==> config.mk <==
export PLATFORM = sky130hd
export DESIGN_NAME = first_match_substring_search_flat
export DESIGN_NICKNAME = d
export VERILOG_FILES = /design/src/rtl/fmss_pkg.sv /design/src/rtl/fmss_if.sv /design/src/rtl/fmss_cell.sv /design/src/rtl/fmss_ctrl.sv /design/src/rtl/first_match_substring_search.sv /design/src/flat_wrapper.sv
export SDC_FILE = /design/constraint.sdc
export NUM_CORES = 1
export LEC_CHECK = 0
export ABC_CLOCK_PERIOD_IN_PS = 13490
export BUFFER_PORTS_ARGS = -buffer_cell sky130_fd_sc_hd__buf_2
export CORE_MARGIN = 2
export CORE_UTILIZATION = 57
export CTS_CLUSTER_DIAMETER = 60
export DETAILED_ROUTE_END_ITERATION = 10
export GPL_TIMING_DRIVEN = 0
export PLACE_DENSITY = 0.77
export SLEW_MARGIN = 20
export SYNTH_ARGS = -nofsm -noshare
export SYNTH_HDL_FRONTEND = slang
export SYNTH_SLANG_ARGS = --single-unit
==> constraint.sdc <==
create_clock -name clk -period 13.49 [get_ports clk]
set_clock_uncertainty 0.1 [all_clocks]
set_input_delay 0.6745 -clock clk [delete_from_list [all_inputs] [get_ports clk]]
set_output_delay 0.6745 -clock clk [all_outputs]
set_load 0.02 [all_outputs]
==> src/rtl/fmss_pkg.sv <==
package fmss_pkg;

  // Fixed field widths of the text, result and configuration channels.
  localparam int TEXT_W        = 8;
  localparam int PATTERN_W     = 64;
  localparam int LEN_W         = 4;
  localparam int FIRST_INDEX_W = 16;
  localparam int CFG_INDEX_W   = 2;

  localparam logic [PATTERN_W-1:0] PATTERN_RESET = '0;
  localparam logic [LEN_W-1:0]     LENGTH_RESET  = LEN_W'(1);

  typedef enum logic [CFG_INDEX_W-1:0] {
    REG_PATTERN_BYTES  = 2'd0,
    REG_PATTERN_LENGTH = 2'd1
  } cfg_reg_t;

  // Per-item control handed from the cell row to the controller.
  typedef struct packed {
    logic accept;  // an item is taken this cycle
    logic last;    // it is the final byte of the text
    logic hit;     // the window, including this byte, equals the pattern
  } step_t;

endpackage

==> src/rtl/fmss_if.sv <==
interface fmss_text_if;
  logic                           valid;
  logic                           ready;
  logic [fmss_pkg::TEXT_W-1:0]    text_byte;
  logic                           text_end;

  modport source (output valid, output text_byte, output text_end, input ready);
  modport sink   (input valid, input text_byte, input text_end, output ready);
endinterface

interface fmss_result_if;
  logic                                valid;
  logic                                ready;
  logic                                found;
  logic [fmss_pkg::FIRST_INDEX_W-1:0]  first_index;
  logic                                index_overflow;

  modport source (output valid, output found, output first_index, output index_overflow,
                  input ready);
  modport sink   (input valid, input found, input first_index, input index_overflow,
                  output ready);
endinterface

interface fmss_cfg_if;
  logic                              valid;
  logic                              ready;
  logic [fmss_pkg::CFG_INDEX_W-1:0]  index;
  logic [fmss_pkg::PATTERN_W-1:0]    data;

  modport source (output valid, output index, output data, input ready);
  modport sink   (input valid, input index, input data, output ready);
endinterface

==> src/rtl/fmss_cell.sv <==
// One window position: holds a text byte, passes it on each accepted item,
// and compares the incoming byte with the pattern character that lines up here.
module fmss_cell #(
  parameter int POS = 0
) (
  input  logic                              clk,
  input  logic                              rst,
  input  logic                              shift,
  input  logic [fmss_pkg::TEXT_W-1:0]       data_in,
  input  logic [fmss_pkg::PATTERN_W-1:0]    pattern_bytes,
  input  logic [fmss_pkg::LEN_W-1:0]        active_len,
  output logic [fmss_pkg::TEXT_W-1:0]       data_out,
  output logic                              eq
);

  logic [fmss_pkg::LEN_W-1:0]  sel;
  logic [fmss_pkg::TEXT_W-1:0] want;
  logic                        in_use;

  always_comb begin
    in_use = active_len > fmss_pkg::LEN_W'(POS);
    sel    = active_len - fmss_pkg::LEN_W'(1) - fmss_pkg::LEN_W'(POS);
    want   = pattern_bytes[sel[2:0]*fmss_pkg::TEXT_W +: fmss_pkg::TEXT_W];
    eq     = !in_use || (data_in == want);
  end

  always_ff @(posedge clk) begin
    if (rst) begin
      data_out <= '0;
    end else if (shift) begin
      data_out <= data_in;
    end
  end

endmodule

==> src/rtl/fmss_ctrl.sv <==
// Position counter, first-match record and the result register.
module fmss_ctrl #(
  parameter int INDEX_BITS = 16
) (
  input  logic                                 clk,
  input  logic                                 rst,
  input  fmss_pkg::step_t                      step,
  input  logic [fmss_pkg::LEN_W-1:0]           active_len,
  input  logic                                 out_ready,
  output logic                                 in_ready,
  output logic                                 out_valid,
  output logic                                 found,
  output logic [fmss_pkg::FIRST_INDEX_W-1:0]   first_index,
  output logic                                 index_overflow
);

  logic [INDEX_BITS:0]   bytes_seen, bytes_seen_next, seen_plus;
  logic [INDEX_BITS:0]   len_ext, start_diff;
  logic                  match_seen, match_seen_next;
  logic [INDEX_BITS-1:0] match_start, match_start_next;
  logic                  overflow_seen, overflow_seen_next;
  logic                  load;
  logic [INDEX_BITS+fmss_pkg::FIRST_INDEX_W-1:0] start_wide;

  assign in_ready = !out_valid || out_ready;
  assign load     = step.accept && step.last;

  always_comb begin
    len_ext            = (INDEX_BITS+1)'(active_len);
    seen_plus          = bytes_seen + (INDEX_BITS+1)'(1);
    start_diff         = seen_plus - len_ext;
    bytes_seen_next    = bytes_seen;
    match_seen_next    = match_seen;
    match_start_next   = match_start;
    overflow_seen_next = overflow_seen;
    if (step.accept) begin
      if (bytes_seen[INDEX_BITS]) begin
        overflow_seen_next = 1'b1;
      end else begin
        if (!match_seen && active_len != '0 && seen_plus >= len_ext && step.hit) begin
          match_seen_next  = 1'b1;
          match_start_next = start_diff[INDEX_BITS-1:0];
        end
        bytes_seen_next = seen_plus;
      end
    end
    start_wide = {fmss_pkg::FIRST_INDEX_W'(0), match_start_next};
  end

  always_ff @(posedge clk) begin
    if (rst) begin
      bytes_seen    <= '0;
      match_seen    <= 1'b0;
      match_start   <= '0;
      overflow_seen <= 1'b0;
    end else if (load) begin
      bytes_seen    <= '0;
      match_seen    <= 1'b0;
      match_start   <= '0;
      overflow_seen <= 1'b0;
    end else begin
      bytes_seen    <= bytes_seen_next;
      match_seen    <= match_seen_next;
      match_start   <= match_start_next;
      overflow_seen <= overflow_seen_next;
    end
  end

  always_ff @(posedge clk) begin
    if (rst) begin
      out_valid <= 1'b0;
    end else if (load) begin
      out_valid <= 1'b1;
    end else if (out_ready) begin
      out_valid <= 1'b0;
    end
  end

  always_ff @(posedge clk) begin
    if (load) begin
      found          <= match_seen_next;
      first_index    <= match_seen_next ? start_wide[fmss_pkg::FIRST_INDEX_W-1:0] : '0;
      index_overflow <= overflow_seen_next;
    end
  end

endmodule

==> src/rtl/first_match_substring_search.sv <==
// First-match substring search. Text streams in on the text channel one byte
// per item, with text_end marking the final byte. A row of MAX_PATTERN cells
// holds the most recent bytes; each cell compares the byte entering it with
// the pattern character that lines up at its position, so a match that ends
// on the newest byte is seen in the same cycle the byte is accepted. The block
// takes one item every clock cycle, back to back, while its result register is not
// full and stalled. In the cycle after the final byte of a text is
// accepted, a result item appears: found, the start index of the first match
// (zero when nothing matched) and index_overflow, which is set when the text
// ran past 2^INDEX_BITS bytes. Bytes past that limit never start or end a
// match, but a match recorded before it is still reported. The result sits in
// an output register; input is held off only while that register is full and
// not being drained.
// Configuration writes (pattern_bytes at index 0, pattern_length at index 1)
// are always accepted and should be made while no text is in progress. A
// pattern_length of zero never matches and values above MAX_PATTERN are
// treated as MAX_PATTERN.
module first_match_substring_search #(
  parameter int MAX_PATTERN = 8,
  parameter int INDEX_BITS  = 16
) (
  input  logic          clk,
  input  logic          rst,
  fmss_cfg_if.sink      cfg,
  fmss_text_if.sink     text,
  fmss_result_if.source result
);

  logic [fmss_pkg::PATTERN_W-1:0] pattern_bytes;
  logic [fmss_pkg::LEN_W-1:0]     pattern_length;
  logic [fmss_pkg::LEN_W-1:0]     active_len;
  logic                           accept;
  fmss_pkg::step_t                step;

  // Each cell's byte feeds the next; cell 0 takes the incoming text byte.
  logic [MAX_PATTERN-1:0][fmss_pkg::TEXT_W-1:0] chain;
  logic [MAX_PATTERN-1:0][fmss_pkg::TEXT_W-1:0] cell_in;
  logic [MAX_PATTERN-1:0]                       cell_eq;

  // Configuration registers.
  assign cfg.ready = 1'b1;

  always_ff @(posedge clk) begin
    if (rst) begin
      pattern_bytes  <= fmss_pkg::PATTERN_RESET;
      pattern_length <= fmss_pkg::LENGTH_RESET;
    end else if (cfg.valid) begin
      unique case (cfg.index)
        fmss_pkg::REG_PATTERN_BYTES:  pattern_bytes  <= cfg.data;
        fmss_pkg::REG_PATTERN_LENGTH: pattern_length <= cfg.data[fmss_pkg::LEN_W-1:0];
        default: ;
      endcase
    end
  end

  // Lengths above the window size use the whole window.
  assign active_len = (pattern_length > fmss_pkg::LEN_W'(MAX_PATTERN)) ?
                      fmss_pkg::LEN_W'(MAX_PATTERN) : pattern_length;

  assign accept = text.valid && text.ready;

  for (genvar k = 0; k < MAX_PATTERN; k++) begin : g_cell
    if (k == 0) begin : g_head
      assign cell_in[k] = text.text_byte;
    end else begin : g_link
      assign cell_in[k] = chain[k-1];
    end

    fmss_cell #(
      .POS (k)
    ) u_cell (
      .clk           (clk),
      .rst           (rst),
      .shift         (accept),
      .data_in       (cell_in[k]),
      .pattern_bytes (pattern_bytes),
      .active_len    (active_len),
      .data_out      (chain[k]),
      .eq            (cell_eq[k])
    );
  end

  // Cells beyond the pattern length report equal, so an AND over the row is
  // the full masked compare.
  assign step.accept = accept;
  assign step.last   = text.text_end;
  assign step.hit    = &cell_eq;

  fmss_ctrl #(
    .INDEX_BITS (INDEX_BITS)
  ) u_ctrl (
    .clk            (clk),
    .rst            (rst),
    .step           (step),
    .active_len     (active_len),
    .out_ready      (result.ready),
    .in_ready       (text.ready),
    .out_valid      (result.valid),
    .found          (result.found),
    .first_index    (result.first_index),
    .index_overflow (result.index_overflow)
  );

endmodule

==> src/flat_wrapper.sv <==
// flat-port wrapper written by rule: the top's interface ports become plain ports
module first_match_substring_search_flat 
#(
  parameter int MAX_PATTERN = 8,
  parameter int INDEX_BITS  = 16
)
  (clk, rst, cfg_valid, cfg_index, cfg_data, cfg_ready, text_valid, text_text_byte, text_text_end, text_ready, result_valid, result_found, result_first_index, result_index_overflow, result_ready);
  fmss_cfg_if cfg_i ();
  fmss_text_if text_i ();
  fmss_result_if result_i ();
  input  logic clk;
  input  logic rst;
  input wire logic [$bits(cfg_i.valid)-1:0] cfg_valid;
  input wire logic [$bits(cfg_i.index)-1:0] cfg_index;
  input wire logic [$bits(cfg_i.data)-1:0] cfg_data;
  output wire logic [$bits(cfg_i.ready)-1:0] cfg_ready;
  input wire logic [$bits(text_i.valid)-1:0] text_valid;
  input wire logic [$bits(text_i.text_byte)-1:0] text_text_byte;
  input wire logic [$bits(text_i.text_end)-1:0] text_text_end;
  output wire logic [$bits(text_i.ready)-1:0] text_ready;
  output wire logic [$bits(result_i.valid)-1:0] result_valid;
  output wire logic [$bits(result_i.found)-1:0] result_found;
  output wire logic [$bits(result_i.first_index)-1:0] result_first_index;
  output wire logic [$bits(result_i.index_overflow)-1:0] result_index_overflow;
  input wire logic [$bits(result_i.ready)-1:0] result_ready;
  assign cfg_i.valid = cfg_valid;
  assign cfg_i.index = cfg_index;
  assign cfg_i.data = cfg_data;
  assign cfg_ready = cfg_i.ready;
  assign text_i.valid = text_valid;
  assign text_i.text_byte = text_text_byte;
  assign text_i.text_end = text_text_end;
  assign text_ready = text_i.ready;
  assign result_valid = result_i.valid;
  assign result_found = result_i.found;
  assign result_first_index = result_i.first_index;
  assign result_index_overflow = result_i.index_overflow;
  assign result_i.ready = result_ready;
  first_match_substring_search #(.MAX_PATTERN(MAX_PATTERN), .INDEX_BITS(INDEX_BITS)) u_core (.clk(clk), .rst(rst), .cfg(cfg_i), .text(text_i), .result(result_i));
endmodule
==> results of run 1 <==
## cell families (layout without fill, tap and decap cells)
family / Yosys count / count (layout) / share of synthesized area, %
buf+inv: 119 / 249 / 4.67
other cells: 1 / 1 / 0.0325
mux: 150 / 150 / 20.4
fa+ha+maj: 11 / 11 / 1.26
xor+xnor: 114 / 114 / 8.71
flops: 178 / 178 / 32.4
simple gates: 468 / 468 / 18.2
compound gates: 266 / 266 / 14.2
## layout make-up
| class | instances | area share (%) |
|---|---|---|
| Clock inverter | 15 | 1.63 |
| Multi-Input combinational cell | 1010 | 55.8 |
| Clock buffer | 17 | 3.27 |
| Buffer | 103 | 3.64 |
| Timing Repair Buffer | 98 | 3.77 |
| Tap cell | 270 | 2.60 |
| Sequential cell | 178 | 28.8 |
| Inverter | 16 | 0.500 |
## registers in the layout (all words and copies together) (netlist names)
signal / count
u_core.u_ctrl.overflow_seen: 1
u_core.pattern_bytes: 64
u_core.u_ctrl.match_seen: 1
u_core.pattern_length: 4
u_core.u_ctrl.bytes_seen: 17
u_core.u_ctrl.index_overflow: 1
u_core.u_ctrl.first_index: 16
u_core.g_cell.u_cell.data_out: 56
u_core.u_ctrl.out_valid: 1
u_core.u_ctrl.match_start: 16
u_core.u_ctrl.found: 1
## metrics by stage
| stage | util (%) | total power (uW) |
|---|---|---|
| floorplan | - | 755 |
| finish | 64.9 | 1360 |
| global route | 64.9 | 1410 |
| global placement | 61.8 | 839 |
| CTS | 64.9 | 1360 |
| detailed placement | 61.8 | 844 |
## metal layers
metal | part of all wire (%) | up-vias | track usage [%]
met4 | 4.1 | 0 | 14.1
met2 | 44 | 688 | 55.2
met5 | 0 | - | 0
li1 | - | 4921 | -
met3 | 12 | 103 | 9.91
met1 | 40 | 5034 | 48.5
## critical path, cell delays in order (launching register included)
cell       delay (ns)
dfxtp_1          0.61
nand2b_1         0.17
clkbuf_1         0.28
buf_2            0.38
clkbuf_1         0.77
ha_1             0.30
inv_1            0.05
ha_1             0.28
buf_2            0.19
xnor2_2          0.55
buf_2            0.43
mux2i_1          0.28
mux2i_1          0.26
a211oi_1         0.08
a2111oi_0        0.70
a31oi_1          0.21
or4b_1           0.57
nor4_2           0.19
buf_4            0.26
buf_8            0.17
mux2i_1          0.19
nor2_1           0.06
## where the power goes
group | switching (uW) | leakage, uW | internal (uW)
combinational | 163 | 0.00290 | 109
clock | 253 | 0.000304 | 271
sequential | 22.6 | 0.00147 | 546
## layout by cell type (no fill, tap or decap), types with 4 or more instances in the layout
| master | count |
|---|---|
| mux4_2 | 68 |
| a22o_1 | 11 |
| nand2b_1 | 9 |
| nor4_1 | 7 |
| or3_1 | 10 |
| dfxtp_1 | 160 |
| xnor2_1 | 71 |
| buf_4 | 6 |
| nor2_1 | 61 |
| a211oi_1 | 9 |
| a21oi_1 | 145 |
| a21o_1 | 4 |
| clkbuf_16 | 17 |
| nor3_1 | 10 |
| a2111oi_0 | 4 |
| xor2_1 | 42 |
| and2_1 | 8 |
| o22ai_1 | 8 |
| clkinv_8 | 6 |
| ha_1 | 10 |
| nor3b_1 | 12 |
| o21ai_1 | 4 |
| o21ai_0 | 23 |
| a32oi_1 | 5 |
| o32ai_1 | 4 |
| or2_1 | 4 |
| nor2b_1 | 6 |
| mux2i_1 | 76 |
| nand4_1 | 14 |
| mux2_2 | 4 |
| nand3_1 | 15 |
| inv_1 | 14 |
| buf_1 | 13 |
| edfxtp_1 | 18 |
| o221ai_1 | 12 |
| clkbuf_1 | 62 |
| a31oi_1 | 7 |
| nand2_1 | 287 |
| buf_2 | 116 |
## worst min-delay path by stage
stage / from / end / slack, ns
6_report: cfg_data[40] / u_core.pattern_bytes[40] / 0.36
4_1_cts: cfg_data[40] / u_core.pattern_bytes[40] / 0.36
3_3_place_gp: u_core.g_cell[6].u_cell.data_out[7] / u_core.g_cell[6].u_cell.data_out[7] / 0.35
3_5_place_dp: u_core.u_ctrl.match_start[1] / u_core.u_ctrl.match_start[1] / 0.36
5_1_grt: cfg_data[40] / u_core.pattern_bytes[40] / 0.36
2_1_floorplan: u_core.g_cell[6].u_cell.data_out[0] / u_core.g_cell[6].u_cell.data_out[0] / 0.35
==> impl_metrics.toml, run 1 <==
[timing]
hold_viol = 0
fmax_mhz = 139
post-route-period-util_pct = 53.4
worst_pin_slew_ns = 1.03
setup_ws_ns = 6.28
post-route-min-period_ns = 7.21
fin_tns_setup_ns = 0
slew_violations = 0
relSlewSlack_pct = 30.9
setup_violations = 0
worst_hold_slack_ns = 0.359
grt_setup_unrepaired = "no"

[placement]
place_ws_ns = 6.51
dp_hpwl_um = 29600
dp.cells = 1675
place_congestion = 1.02
dpl_cell_area_um2 = 12400
io_buffers = 98

[cells_and_area]
antennaDiodeCount = 0
ff_latch_area_um2 = 3740
multi_input_area_um2 = 7260
synthToLayoutAreaGrowth_pct = 12.7
drive_gt1_share_pct = 16.9
n_fill_cell = 1757
final_nets = 1515
final_cell_area_um2 = 13000
stdcell_count = 1707

[floorplan]
die_y_um = 146
rows = 52
ios = 101
die_w_um = 146
core_um2 = 20000
start_util_pct = 57.6
fp.dieArea_um2 = 21400

[critical_path]
reg2reg_depth = 21
cp-start-kind = "flip-flop"
reg2reg_from = "u_core.pattern_length[3]"
rrSetupSlack_ns = 6.28
crit_path_end_kind = "flip-flop"
cp_max_fo = 14
startpoint = "u_core.pattern_length[3]"
arrival_ns = 7.44
r2r_end = "u_core.u_ctrl.match_start[13]"
worstPathRequired_ns = 13.72
criticalPathCategory = "flip-flop to flip-flop"
crit_end = "u_core.u_ctrl.match_start[13]"

[synth]
ys_seq_elements = 178
yosys.area.top_type = "dfxtp_1"
syn_inst = 1307
ys_types = 78
synth_edf_count = 18
synthFlopType = "dfxtp_1"
syn_area_um2 = 11500
synthDominantCellAreaShare_pct = 27.7
synthTopCellsByArea = "dfxtp_1 28%, mux4_2 13%, nand2_1 9.3%, mux2i_1 6.6%, a21oi_1 6.3%"
synth.net_count = 1398
synth-seq-area-share_pct = 32.4
synth_most_common_cell = "nand2_1"
synth_common_cells = "287 x nand2_1, 160 x dfxtp_1, 145 x a21oi_1"
async_flop_share_pct = 0
synth_area_per_cell_um2 = 8.83
yosysWarnings = 0

[route]
totalWireLength_um = 38300
ant_nets = 0
post_drt_wl_per_cell_um = 22.4
drc = 0
dr.pass1.iters = 5
vias_per_cell = 6.30
vias = 10700
drt-initial-drc-count = 1053

[clocking]
clk-insertion-delay-late_ns = 0.44
cts_num_sinks = 178
clockBufferDepth = 2
post_cts_buffers = 0
cts_resized = 0
ctsHtreeMaxLevel = 4
root_buffer = "clkbuf_16"
hold_buffers = 0
clk_pin_slew_ns = 0.08
numCtsBuffers = 17
cts_tree = "built"

[global_route]
grt_max_degree = 21
grt_pass1_wl_um = 58300
grt_pass1_vias = 9988
grt.total_usage_pct = 35.9
antenna_found_initial = 0
grt.overflow.total = 0

[power_and_ir_drop]
power_density_nw_per_um2 = 105
vdd_drop_max_mv = 0.0720
leakage_uw = 0.00467

[worst_hold_path]
worst_hold_path_type = "primary input to flip-flop"
whs_path_depth = 3

[outcome]
status = "finished clean"

[flow_run]
cap_viol_max_count = 0
(Power assumes the default switching activity.)
==> run 2: changes to the inputs <==
Settings changed: ABC_CLOCK_PERIOD_IN_PS 13490 to 6600, CORE_UTILIZATION 57 to 55.
Clock period 13.49 ns to 6.6 ns, I/O delays scaled along.
==> run 2 against run 1 <==
  * Cell area is 0.13% higher
  * Core utilization is 2.4 points lower
  * Largest cell class unchanged
  * Setup slack got worse by 6.1 ns
  * Register-to-register slack got worse by 6.1 ns
  * Largest power group unchanged
  * Non-clock buffer count is the same
  * Critical path depth up 1
  * Critical path type unchanged
  * Sequential share of layout area about the same
  * Combinational power up 110%
==> impl_metrics.toml, run 2 (synthesized netlist as in run 1, its figures left out) <==
[timing]
hold_viol = 0
fmax_mhz = 156
post-route-min-period_ns = 6.43
post-route-period-util_pct = 97.4
grt_setup_unrepaired = "no"
relSlewSlack_pct = 33.4
setup_violations = 0
setup_ws_ns = 0.171
worst_pin_slew_ns = 0.995
slew_violations = 0

[route]
vias_per_cell = 6.29
drc = 0
post_drt_wl_per_cell_um = 22.4
drt-initial-drc-count = 1100
dr.pass1.iters = 6
ant_nets = 0
totalWireLength_um = 38300
vias = 10800

[power_and_ir_drop]
leakage_uw = 0.00468
vdd_drop_max_mv = 0.167
power_density_nw_per_um2 = 214

[cells_and_area]
drive_gt1_share_pct = 17.2
most-common-layout-cells = "287 x nand2_1, 159 x dfxtp_1, 145 x a21oi_1, 117 x buf_2, 76 x mux2i_1"
largest_reg_flops = 64
n_fill_cell = 1816
antennaDiodeCount = 0
layout_commonest_cell = "nand2_1"
top_register = "u_core.pattern_bytes"
ff_latch_area_um2 = 3740
fin_util_pct = 62.6
synthToLayoutAreaGrowth_pct = 12.8
top_regs = "u_core.pattern_bytes: 64 flops, u_core.g_cell.u_cell.data_out: 56 flops, u_core.u_ctrl.bytes_seen: 17 flops"
final_nets = 1515
multi_input_area_um2 = 7280
final_cell_area_um2 = 13000

[placement]
dpl_cell_area_um2 = 12400
dp_hpwl_um = 29300
place_congestion = 1.03
place_ws_ns = -0.381
io_buffers = 98

[floorplan]
rows = 53
die_y_um = 149
ios = 101
fp.dieArea_um2 = 22200
die_w_um = 149
start_util_pct = 55.5
core_um2 = 20800

[global_route]
grt_max_degree = 22
grt_pass1_wl_um = 58300
antenna_found_initial = 0
grt.total_usage_pct = 34.9
grt_pass1_vias = 10100
grt.overflow.total = 0

[worst_hold_path]
worst_hold_path_type = "primary input to flip-flop"

[critical_path]
path_common_cell = "buf_2"
path_delay_family = "buffers and inverters"
arrival_ns = 6.67
path_cells = "nand2b_4 > buf_12 > buf_6 > buf_2 > buf_2 > ha_1 > inv_1 > ha_1 > buf_2 > xnor2_4 > buf_2 > mux2i_1 > mux2i_1 > a211oi_1 > a2111oi_1 > a31oi_1 > or4b_1 > nor4_2 > buf_4 > buf_8 > mux2i_1 > nor2_1"
criticalPathCategory = "flip-flop to flip-flop"
cpMaxStageDelayCell = "a2111oi_1"
worstPathRequired_ns = 6.84
cp-start-kind = "flip-flop"
crit_path_end_kind = "flip-flop"
cp_max_fo = 11
crit_buf_inv = 9
slowest_delay_ns = 0.61

[clocking]
ctsHtreeMaxLevel = 4
post_cts_buffers = 0
root_buffer = "clkbuf_16"
clockBufferDepth = 2
cts_num_sinks = 178
cts_tree = "built"
clk_pin_slew_ns = 0.08
numCtsBuffers = 17
clk-insertion-delay-late_ns = 0.45

[outcome]
status = "finished clean"

[flow_run]
cap_viol_max_count = 0
[run 2: cell types whose count changed in the layout (fill, tap and decap cells not counted), sizes merged]
cell | before | now
bufinv | 1 | 0
inv | 22 | 23
[run 2: final cells by class]
cell class / instances / area share [%]
plain buffers: 103 / 3.69
clock buffers: 17 / 3.27
well taps: 275 / 2.64
repair buffers: 98 / 3.76
multi-input cells: 1010 / 55.8
flip-flops and latches: 178 / 28.7
inverters: 16 / 0.499
clock inverters: 15 / 1.56
[run 2: layer usage]
metal | global-route usage (%) | up-vias | share of wire (%)
met1 | 46.1 | 5049 | 39
met5 | 0 | - | 0
met4 | 15.4 | 0 | 4.9
met2 | 52.5 | 669 | 43
met3 | 11.5 | 131 | 13
li1 | - | 4924 | -
[run 2: repair_timing]
action / in CTS / in global routing
resized for setup: 3 / 6
pin swaps: 0 / 0
endpoints found under the setup margin: 34 / 34
hold buffers: 0 / 0
[run 2: final timing paths]
kind | to | cells past startpoint | startpoint | slack (ns)
setup / recovery | u_core.u_ctrl.match_start[14] | 22 | u_core.pattern_length[3] | 0.17
hold / removal | u_core.pattern_bytes[9] | 3 | cfg_data[9] | 0.01
setup reg to reg | u_core.u_ctrl.match_start[14] | 22 | u_core.pattern_length[3] | 0.17
hold reg to reg | u_core.g_cell[6].u_cell.data_out[7] | 2 | u_core.g_cell[6].u_cell.data_out[7] | 0.37
[run 2: worst min-delay path, stage by stage]
cell and delay (ns):
buf_2 0.09, nand2_1 0.04, a21oi_1 0.05
[run 2: power by group]
group	internal (uW)	switching, uW	leakage (uW)
combinational	224	334	0.00291
sequential	1110	45.8	0.00147
clock	524	541	0.000298
total	1860	921	0.00468
[run 2: metrics by stage]
| stage | total power, uW | TNS [ns] | instances | hold slack, ns |
|---|---|---|---|---|
| 4_1_cts | 2770 | 0 | 1712 | 0.0124 |
| 2_1_floorplan | 1540 | 0 | 1307 | 0.348 |
| 3_5_place_dp | 1720 | -8.92 | 1680 | 0.366 |
| 5_1_grt | 2880 | 0 | 1712 | 0.0185 |
| 3_3_place_gp | 1710 | -8.65 | 1680 | 0.354 |
| 6_report | 2780 | 0 | 1712 | 0.0142 |
